### config.mk
export PLATFORM = sky130hd
export DESIGN_NAME = sktb_grp
export DESIGN_NICKNAME = d
export VERILOG_FILES = /design/src/rtl/sktb_pkg.sv /design/src/rtl/sktb_grp.sv
export SDC_FILE = /design/constraint.sdc
export NUM_CORES = 1
export LEC_CHECK = 0
export BUFFER_PORTS_ARGS = -buffer_cell sky130_fd_sc_hd__buf_2
export CORE_AREA = 5 5 227 229
export CTS_BUF_LIST = sky130_fd_sc_hd__clkbuf_2 sky130_fd_sc_hd__clkbuf_4 sky130_fd_sc_hd__clkbuf_8
export CTS_CLUSTER_SIZE = 30
export DETAILED_ROUTE_END_ITERATION = 8
export DIE_AREA = 0 0 232 234
export GPL_TIMING_DRIVEN = 1
export PLACE_DENSITY = 0.41
export SLEW_MARGIN = 20
export SYNTH_ARGS = -nofsm -noshare
export SYNTH_HDL_FRONTEND = slang
export SYNTH_SLANG_ARGS = --single-unit
### constraint.sdc
create_clock -name clk -period 2.05 [get_ports clk]
set_input_delay 0.41 -clock clk [delete_from_list [all_inputs] [get_ports clk]]
set_output_delay 0.41 -clock clk [all_outputs]
set_load 0.02 [all_outputs]
### src/rtl/sktb_pkg.sv
// Package for the sorted key table: widths, types, request and status codes.
// No dependencies; every other file in this block uses it.
package sktb_pkg;

  localparam int CAPACITY = 64;
  localparam int CNT_W = $clog2(CAPACITY + 1);
  localparam int GRP = 8;
  localparam int NGRP = (CAPACITY + GRP - 1) / GRP;

  typedef logic signed [31:0] key_t;
  typedef logic [63:0] payload_t;
  typedef logic [1:0] req_type_t;
  typedef logic [CNT_W-1:0] count_t;

  localparam req_type_t OP_INS = 2'd0;
  localparam req_type_t OP_DEL = 2'd1;

  typedef enum logic [2:0] {
    ST_OK      = 3'd0,
    ST_FULL    = 3'd1,
    ST_DUP     = 3'd2,
    ST_EMPTY   = 3'd3,
    ST_MISSING = 3'd4
  } status_t;

  typedef struct packed {
    logic cmp;
    logic ins;
    logic del;
  } cell_ctl_t;

endpackage

### src/rtl/sktb_grp.sv
// Registered match reduction over one group of cells: any-match flag and
// the payload of the matching cell. Depends on sktb_pkg.
module sktb_grp (
  input  logic               clk,
  input  logic [sktb_pkg::GRP-1:0] eq,
  input  sktb_pkg::payload_t pay [sktb_pkg::GRP],
  output logic               any,
  output sktb_pkg::payload_t orpay
);
  import sktb_pkg::*;

  payload_t orpay_next;

  always_comb begin
    orpay_next = '0;
    for (int i = 0; i < GRP; i++) begin
      orpay_next = orpay_next | (eq[i] ? pay[i] : '0);
    end
  end

  always_ff @(posedge clk) begin
    any   <= |eq;
    orpay <= orpay_next;
  end

endmodule

---- After elaboration in Yosys (flattened, before gate mapping) ----
Cells that the tools add are included.
storage, ports and cells
  bits of input ports ..................... 521
  bits in registers ....................... 65
cells by class
  muxes and demuxes ....................... 8
  reductions and logical operators ........ 1
  bitwise operators ....................... 7
operators by type and width
  cell                count
  two-way mux 64 bit  8
  OR 64 bit           7
  OR reduction 8 bit  1

---- Logic depth before layout (Yosys ltp) ----
  depth after elaboration ................. 8
  gate-level depth with buffers ........... 4
  depth with buffers taken out ............ 2

---- Worst setup path after synthesis ----
No wires, ideal clock.
  path type ............................... input to register
  start point ............................. input eq[4] (netlist bit)
  end point ............................... register orpay[10]
  arrival ................................. 0.904 ns
  stages on the path ...................... 4
  required time ........................... 1.920 ns
  slack ................................... 1.016 ns
  path buffers ............................ 2
  cell sequence ........................... buf_6 buf_6 a22oi_1 nand4_1
between the ends
  word-level cells in the longest chain between the ends .. 5
RTL lines
  element                   RTL line        RTL
  from (decl)               sktb_grp.sv:5   input logic [sktb_pkg::GRP-1:0] eq,
  two-way mux 64 bit        sktb_grp.sv:17  orpay_next = orpay_next | (eq[i] ? pay[i] : '0);
  OR 64 bit (4 in series)   sktb_grp.sv:17
  named net orpay_next[10]  sktb_grp.sv:12  payload_t orpay_next;
  to (signal assigned)      sktb_grp.sv:23  orpay <= orpay_next;
  to (decl)                 sktb_grp.sv:8   output sktb_pkg::payload_t orpay
The timed path passes the listed nets, and every way through them passes these cells.

---- Worst setup path after layout ----
  start point ............................. input eq[6] (netlist bit)
  end point ............................... register orpay[1]
between the ends
  word-level cells in the longest chain between the ends .. 3
RTL lines
  element                  RTL line
  two-way mux 64 bit       sktb_grp.sv:17
  OR 64 bit (2 in series)  sktb_grp.sv:17
  named net orpay_next[1]  sktb_grp.sv:12
The timed path passes the listed nets, and every way through them passes these cells.

==> metrics <==
run status=finished clean; # IOs=~590; drt drc=0; Primary FF master, synth=dfxtp_1; all-layer global routing usage=0.108; GRT met3 Usage=0.0331; synth warn=0; WL/cell=between 15 and 20 um; die width=approximately 230 um; Clock Tree Buf Depth=2; worst hold margin=between 200 and 250 ps; final clock period utilization by the worst path=0.709; # setup viols final=0; H-tree Lvls=3; most frequent cell after synthesis=a22oi_1; worst-path fanout max=65; Post-Syn Instances=~440; vias in the first global route=approximately 7000; grt peak-use layer=met2; top cells by area, synth=a22oi_1 (44%), dfxtp_1 (31%), buf_6 (11%), nand4_1 (9.5%), a22oi_2 (3.0%); critical path's largest stage delay=between 700 and 800 ps; met2 GRT Util=0.187; nets=1518; syn avg cell area=roughly 9.5 sq um; crit path DAT=1790 ps; Max Cap Viol=0; hold_buf cts=0; min-delay worst type=in -> reg; syn nets=between 900 and 1000; RSZ-0062 raised after global routing=false; delay-heaviest family, CP=buffers and inverters; Seq cells post-synth=65; Initial Util=0.0857; layout cells sized above 1=0.623; CP Class=in -> reg; placed cell area=7610 sq um; CP max-delay cell=buf_4; Post-CTS Setup Inserts=0; Static Leak=3.65 nW; largest net degree at the start of global routing=between 60 and 70; TritonCTS clock tree=yes; detailed placer's ending HPWL=around 25 mm; count of cell types in the netlist=9; Final ANT Viol Nets=0; final instance area=7800 sq um; Max VDD drop=0.230 mV; Worst setup SP type=input pin; grt total ovfl=0; EDFF count, synth=0; # rows=between 80 and 90; Layout area overhead=84.2%; PostCTS Resize Cnt=0; die height=234 um; Mapped Area=between 4000 and 5000 sq um; vias per cell=3.94; Worst setup startpoint=eq[6]; Cell Pwr Density=around 490 nW/um^2; Placed Cells incl. Taps=between 1500 and 2000; Slew @ Worst Pin=approximately 1100 ps; GR Layer Usage met1=0.121; Final Max Slew Viols=0; port bufs=around 590; Num Clock Sinks=65; WP buf/inv=1; hold path startpoint=pay[278]; drt first pass iters=7; Die ar.=about 54000 sq um; Cell Count, Final, Fillers Out=around 1700; Slew Limit Headroom=0.297; Total Routed Length=approximately 32 mm; Hold Path End=orpay[22]; via count=about 6600; CTS Buf Count=9; Iter 0 DRT Violations=320; clock root buffer=clkbuf_8; post-synth top area share=0.436; Req. time, crit path=2380 ps; DP Worst Slack=~120 ps; achievable frequency=688 MHz; Final Hold Vio Count=0; GP Congestion=roughly 0.81; Reg clk slew, reported paths=roughly 90 ps; Hold Crit Depth=3; setup_tns=0 ps; register area share after synthesis=0.307; initial antenna violation count=6; asr flop ratio synth=0; Cell Chain, Critical Path=buf_4 > a22oi_1 > nand4_1; core area=a little under 50000 sq um; Period minus WS final=roughly 1500 ps; area leader, netlist=a22oi_1; first-pass GRT wire length=42.5 mm; crit end category=flip-flop; commonest cells in the netlist=a22oi_1 (246), dfxtp_1 (65), nand4_1 (64); Setup WS post-layout=approximately 600 ps
==> cell type report <==
| cell class | count | area [sq um] |
|---|---|---|
| sequential | 65 | 1300 |
| clock buffer | 13 | 166 |
| tap | 672 | 841 |
| antenna | 5 | 12.5 |
| multi-input combinational | 323 | 2390 |
| clock inverter | 3 | 15.0 |
| timing repair buffer | 598 | 3080 |
| fill | 5703 | 41600 |
==> tightest hold or removal path, stage by stage <==
cell     delay (ps)
buf_2            70
a22oi_1          50
nand4_1          60
==> sequential cells by signal, indices dropped and copies added (netlist names) <==
| signal | count |
|---|---|
| any | 1 |
| orpay | 64 |
==> per-stage QoR <==
stage / power (mW) / utilization
5_1_grt: 4.12 / 0.158
3_5_place_dp: 2.71 / 0.154
6_report: 3.85 / 0.158
4_1_cts: 4.00 / 0.158
2_1_floorplan: 1.98 / -
3_3_place_gp: 2.71 / 0.154
==> placed cells by master, fill, tap and decap left out, drive strengths merged <==
cell type  netlist  routed
a22oi          256     256
buf             54     598
clkbuf           2      13
clkinv           0       3
dfxtp           65      65
diode            0       5
nand2            1       1
nand4           64      64
nor4             2       2
==> routing by layer <==
metal	up-vias	wire length, um
li1	3045	-
met1	3099	12500
met2	425	16100
met3	49	2720
met4	0	913
met5	-	0
==> cells by family after synthesis <==
| logic type | count (synthesis) | share of synthesized area |
|---|---|---|
| flip-flops | 65 | 0.307 |
| AO/OA/AOI/OAI | 256 | 0.465 |
| buffers and inverters | 56 | 0.129 |
| AND/OR/NAND/NOR | 67 | 0.0983 |
==> where the power goes <==
| part | switching [mW] | internal, mW |
|---|---|---|
| Clock | 0.649 | 0.528 |
| Sequential | 0.0228 | 1.33 |
| Combinational | 0.686 | 0.632 |
==> worst max path at each step <==
| stage | to | slack (ps) | depth (start not counted) |
|---|---|---|---|
| finish | orpay[1] | 600 | 3 |
| global route | orpay[39] | 530 | 1 |
| CTS | orpay[39] | 510 | 1 |
| detailed placement | orpay[63] | 120 | 4 |
| global placement | orpay[1] | 140 | 4 |
| floorplan | orpay[10] | 1020 | 4 |
Note: power is estimated with default switching activity, not from simulation.
