<file path="src/rtl/sktb_pkg.sv">
// Package for the sorted key table: widths, types, request and status codes.
// No dependencies; every other file in this block uses it.
package sktb_pkg;

  localparam int CAPACITY = 64;
  localparam int CNT_W = $clog2(CAPACITY + 1);
  localparam int GRP = 8;
  localparam int NGRP = (CAPACITY + GRP - 1) / GRP;

  typedef logic signed [31:0] key_t;
  typedef logic [63:0] payload_t;
  typedef logic [1:0] req_type_t;
  typedef logic [CNT_W-1:0] count_t;

  localparam req_type_t OP_INS = 2'd0;
  localparam req_type_t OP_DEL = 2'd1;

  typedef enum logic [2:0] {
    ST_OK      = 3'd0,
    ST_FULL    = 3'd1,
    ST_DUP     = 3'd2,
    ST_EMPTY   = 3'd3,
    ST_MISSING = 3'd4
  } status_t;

  typedef struct packed {
    logic cmp;
    logic ins;
    logic del;
  } cell_ctl_t;

endpackage

</file>
<file path="src/rtl/sktb_cell.sv">
// One entry of the sorted table: key, payload and its compare flags.
// Shifts toward either neighbor on insert or delete. Depends on sktb_pkg.
module sktb_cell (
  input  logic                clk,
  input  sktb_pkg::cell_ctl_t ctl,
  input  sktb_pkg::key_t      req_key,
  input  sktb_pkg::payload_t  req_payload,
  input  logic                occ,
  input  logic                at_end,
  input  logic                prev_gt,
  input  sktb_pkg::key_t      prev_key,
  input  sktb_pkg::payload_t  prev_payload,
  input  sktb_pkg::key_t      next_key,
  input  sktb_pkg::payload_t  next_payload,
  output sktb_pkg::key_t      key,
  output sktb_pkg::payload_t  payload,
  output logic                gt,
  output logic                eq
);
  import sktb_pkg::*;

  always_ff @(posedge clk) begin
    if (ctl.cmp) begin
      gt <= occ && (key > req_key);
      eq <= occ && (key == req_key);
    end
    if (ctl.ins) begin
      if (prev_gt) begin
        key     <= prev_key;
        payload <= prev_payload;
      end else if (gt || at_end) begin
        key     <= req_key;
        payload <= req_payload;
      end
    end else if (ctl.del) begin
      if (gt || eq) begin
        key     <= next_key;
        payload <= next_payload;
      end
    end
  end

endmodule

</file>
<file path="config.mk">
export PLATFORM = sky130hd
export DESIGN_NAME = sktb_cell
export DESIGN_NICKNAME = d
export VERILOG_FILES = /design/src/rtl/sktb_pkg.sv /design/src/rtl/sktb_cell.sv
export SDC_FILE = /design/constraint.sdc
export NUM_CORES = 1
export LEC_CHECK = 0
export ABC_AREA = 1
export ABC_CLOCK_PERIOD_IN_PS = 5800
export BUFFER_PORTS_ARGS = -buffer_cell sky130_fd_sc_hd__buf_2
export CAP_MARGIN = 20
export CORE_AREA = 2 2 151 153
export CTS_CLUSTER_DIAMETER = 100
export DETAILED_ROUTE_END_ITERATION = 12
export DIE_AREA = 0 0 153 155
export GPL_ROUTABILITY_DRIVEN = 0
export GPL_TIMING_DRIVEN = 0
export PLACE_DENSITY = 0.69
export SLEW_MARGIN = 20
export SYNTH_ARGS = -nofsm -noshare
export SYNTH_HDL_FRONTEND = slang
export SYNTH_SLANG_ARGS = --single-unit
</file>
<file path="constraint.sdc">
create_clock -name clk -period 5.8 [get_ports clk]
set_input_delay 0.29 -clock clk [delete_from_list [all_inputs] [get_ports clk]]
set_output_delay 0.29 -clock clk [all_outputs]
set_load 0.05 [all_outputs]
</file>
Yosys cells after proc, flatten, opt, wreduce, memory -nomap -nowiden
Index checks and enable logic that the tools add are counted.
Storage, ports and cells
  logic and storage cells: 24
  bits in registers: 98
  output and inout bits: 98
  input port bits: 295
Cells by class
  equality and inequality tests: 2
  reduce and logical (&&, ||, !) cells: 7
  mux-type cells: 10
  magnitude comparators: 1
Operator list (number)
  2-to-1 mux 64 bit: 5
  2-to-1 mux 32 bit: 5
  == test 32 bit: 1
  greater-than comparator 32 bit: 1
  nonzero test 2 bit: 2
  inequality test 3 x 1 -> 1 bit, second input constant: 1
  AND reduction 3 bit: 1
  logical AND 1 bit: 2
  logical OR 1 bit: 2

Depth between registers and ports, before layout
  word-level depth: 4
  gate-level depth with buffers: 16

Least setup slack after synthesis
Ideal clock, no wire load.
  path kind: flip-flop to flip-flop
  from: register gt
  to: register key[0] (enable)
  library setup time: 0.582 ns
  slack: -0.271 ns
  buffers on the path: 0
  clock period less this slack: 6.071 ns
  cell stages (with the launch flop): 3
  arrival time: 5.489 ns
  required time: 5.218 ns
  path through: edfxtp_1 -> o21ai_0 -> a21oi_1
On the way
  word-level cells in the longest chain between the ends: 3
  elaborated cells between the ends (all ways): 5
  those cells by class: eq/ne: 1; reduce/logical: 4
Ends and longest elaborated chain
  start: declaration: RTL line sktb_cell.sv:17  | output logic gt,
  start signal: assignment: RTL line sktb_cell.sv:24  | gt <= occ && (key > req_key);
  logical OR 1 bit (on tied branches): RTL line sktb_cell.sv:31, sktb_cell.sv:36
  inequality test 3 x 1 -> 1 bit (no source line) or nonzero test 2 bit (tied branches)
  AND reduction 3 bit (no source line) *
  end signal: assignment: RTL line sktb_cell.sv:29  | key <= prev_key;
  end signal: assignment: RTL line sktb_cell.sv:32  | key <= req_key;
  end signal: assignment: RTL line sktb_cell.sv:37  | key <= next_key;
  end: declaration: RTL line sktb_cell.sv:15  | output sktb_pkg::key_t key,
Every way passes the cells marked *; elsewhere a longest branch is shown, timed or not.
A chain may end at the register's enable or synchronous reset.

Worst setup path in the final report
  from: input port ctl[1] in the netlist's numbering
  to: register payload[34] (enable)
On the way
  word-level cells in the longest chain between the ends: 2
  elaborated cells between the ends (all ways): 4
  those cells by class: eq/ne: 1; reduce/logical: 3
Ends and longest elaborated chain
  start: declaration: RTL line sktb_cell.sv:5  | input sktb_pkg::cell_ctl_t ctl,
  inequality test 3 x 1 -> 1 bit (no source line) or nonzero test 2 bit (tied branches)
  AND reduction 3 bit (no source line) *
  end signal: assignment: RTL line sktb_cell.sv:30  | payload <= prev_payload;
  end signal: assignment: RTL line sktb_cell.sv:33  | payload <= req_payload;
  end signal: assignment: RTL line sktb_cell.sv:38  | payload <= next_payload;
  end: declaration: RTL line sktb_cell.sv:16  | output sktb_pkg::payload_t payload,
Marks and branches as above.

==> metrics <==
clk_skew=0.0144 ns; RSZ-0062 raised after global routing=no; GRT Resource Usage Total=a little under a fifth; Resized cells post-CTS=0; Worst-path clk slew=0.08 ns; GRT overflow=0; Tmin final=2.15 ns; Max-slew headroom=around half; hold buffers post-CTS=0; DRC viols=0; final hold viol count=0; clk buf depth=2; Synth area leaders=edfxtp_1 51%, o21ai_0 13%, nand2_1 8.7%; sequential area share after synthesis=50.9%; Ys Warns=0; core area=0.0222 mm^2; root buf cell=clkbuf_16; vias in the first global route=6253; Syn Nets=1003; fraction of registers with async set/reset=0%; Boundary Pins=393; Rows=55; crit path kind=input pin to flip-flop; critical path's slowest cell=a21oi_4; placed cell areas=slightly above 0.008 mm^2; buffers added on ports=391; Initial DRC Count=360; family with the most delay on the worst path=buffers and inverters; Max Slew Vio Count=0; Setup Viol. Count Final=0; final cycle utilization of the critical path=between 30% and 40%; Setup crit end kind=flip-flop; Peak Freq=approximately 460 MHz; PwrDens=~260 mW/mm^2; critical path's most frequent cell=buf_16; max_cap viols=0; drt pass-1 iters=5; share of post-route cells with drive strength above 1=40.1%; synthesized area=0.00578 mm^2; post-synthesis cell count=676; clock sink count=98; layout net count=1409; Required @ worst endpoint=a little under 6 ns; CP Launch Type=input pin; Hold WC Path Type=input pin to flip-flop; chip height=155 um; buffers inserted by post-CTS timing repair=0; leakage power=around 4.1 nW; Crit path buffers/inverters=5; worst-path maximum fanout=23; status=completed; die footprint=0.0237 mm^2; Max VDD drop=0.000126 V; number of H-tree levels=3; synth cell count leaders=155 x o21ai_0, 134 x nand2_1, 106 x nor2_1; Worst Max-Slew Pin Slew=0.779 ns; largest area contributor in the netlist=edfxtp_1; top_reg_cell synth=edfxtp_1; number of routed nets with antenna violations=0; Worst Path Arrival=around 2.2 ns; DR WL/cell=17.0 um; Layout area overhead=47.1%; most common cell in the netlist=o21ai_0; vias per cell=4.65; Die W=around 150 um; slowest cell delay on critical path=0.70 ns; final non-filler cell area=0.00850 mm^2; initial core utilization=26.0%; top cell type's share of synthesized area=50.9%; total vias in the final route=6402; Unique masters post-synth=23; Mean Syn Cell Area=~8.5 um^2; Post-Route WL=23.4 mm; flops & latches, synth=98; Power, Total=2.17 mW; clock latency on the worst-skew pair=0.35 ns; global-route wire length before repair=34.2 mm; largest net degree at the start of global routing=24; antenna violations before repair=7; CP Cell Sequence=buf_2 > inv_2 > clkbuf_1 > a21oi_4 > buf_16 > buf_16; hpwl dp=19.1 mm; EDFF count, synth=98; CTS Buf Count=9; CTS tree=done
==> cell usage in the layout, fill, tap and decap left out <==
cell type	synthesis	routed
buf_2	7	398
o21ai_0	155	155
nand2_1	134	134
nor2_1	106	106
edfxtp_1	98	98
inv_1	41	41
o21ai_1	40	40
ha_1	32	32
clkbuf_1	20	21
a21oi_1	14	13
clkbuf_16	0	9
diode_2	0	6
buf_6	6	6
buf_4	6	6
buf_16	0	4
inv_6	1	3
nor2_2	3	3
nand4_1	3	3
nand3_1	3	3
clkinvlp_4	0	2
buf_8	1	1
inv_2	1	1
clkbuf_2	1	1
nor4_1	1	1
a21oi_4	0	1
nor3_1	1	1
a21o_1	1	1
o21a_1	1	1
clkinv_1	0	1
clkinv_2	0	1
==> metal layers <==
| layer | vias up | global-route usage, % | wire length [um] |
|---|---|---|---|
| met4 | 4 | 5.95 | 558 |
| met5 | - | 0 | 30 |
| met2 | 304 | 34.5 | 12000 |
| met1 | 2926 | 21.3 | 8890 |
| li1 | 3132 | - | - |
| met3 | 36 | 5.85 | 1920 |
==> cell type report <==
| cell class | count | area (um^2) |
|---|---|---|
| diodes | 6 | 15.0 |
| plain buffers | 41 | 243 |
| clock buffers | 10 | 229 |
| clock inverters | 6 | 41.3 |
| fillers | 2316 | 13700 |
| inverters | 43 | 166 |
| multi-input cells | 494 | 2440 |
| flip-flops and latches | 98 | 2940 |
| well taps | 285 | 357 |
| repair buffers | 395 | 2070 |
==> final timing paths <==
path	endpoint	slack [ns]	cells after the start	from
worst min-delay path	eq$_DFFE_PP_	0.16	1	ctl[2]
worst min register to register	gt$_DFFE_PP_	0.99	5	key[31]$_DFFE_PP_
worst max-delay path	payload[34]$_DFFE_PP_	3.65	6	ctl[1]
worst max register to register	payload[34]$_DFFE_PP_	3.82	4	gt$_DFFE_PP_
==> cells by family (layout without fill, tap and decap cells) <==
kind of cell / after synthesis / in the layout / share of synthesized area (%)
buffers and inverters: 84 / 495 / 7.08
DFF: 98 / 98 / 50.9
other: 0 / 6 / 0
AOI/OAI and AO/OA: 211 / 211 / 18.4
adders and majority gates: 32 / 32 / 6.93
and+or+nand+nor: 251 / 251 / 16.7
==> registers in the layout, summed over array words and instances (netlist names) <==
name and cells:
payload 64, key 32, eq 1, gt 1
==> stage by stage <==
| step | hold WS [ns] | std cells | setup TNS, ns | setup WS (ns) | util (%) |
|---|---|---|---|---|---|
| after detailed placement | 0.524 | 1356 | 0 | 3.17 | 36.9 |
| after global routing | 0.144 | 1375 | 0 | 3.51 | 38.2 |
| after floorplan | 0.402 | 676 | 0 | 1.85 | - |
| final | 0.160 | 1378 | 0 | 3.65 | 38.2 |
| after global placement | 0.506 | 1352 | -9.39 | -0.107 | 36.4 |
| after CTS | 0.148 | 1372 | 0 | 3.56 | 38.2 |
==> power by group <==
part,leakage (nW),internal (mW),switching (mW)
sequential,0.985,0.873,0.0257
combinational,2.99,0.212,0.490
clock,0.127,0.293,0.280
total,4.11,1.38,0.796
(Power assumes the default switching activity.)
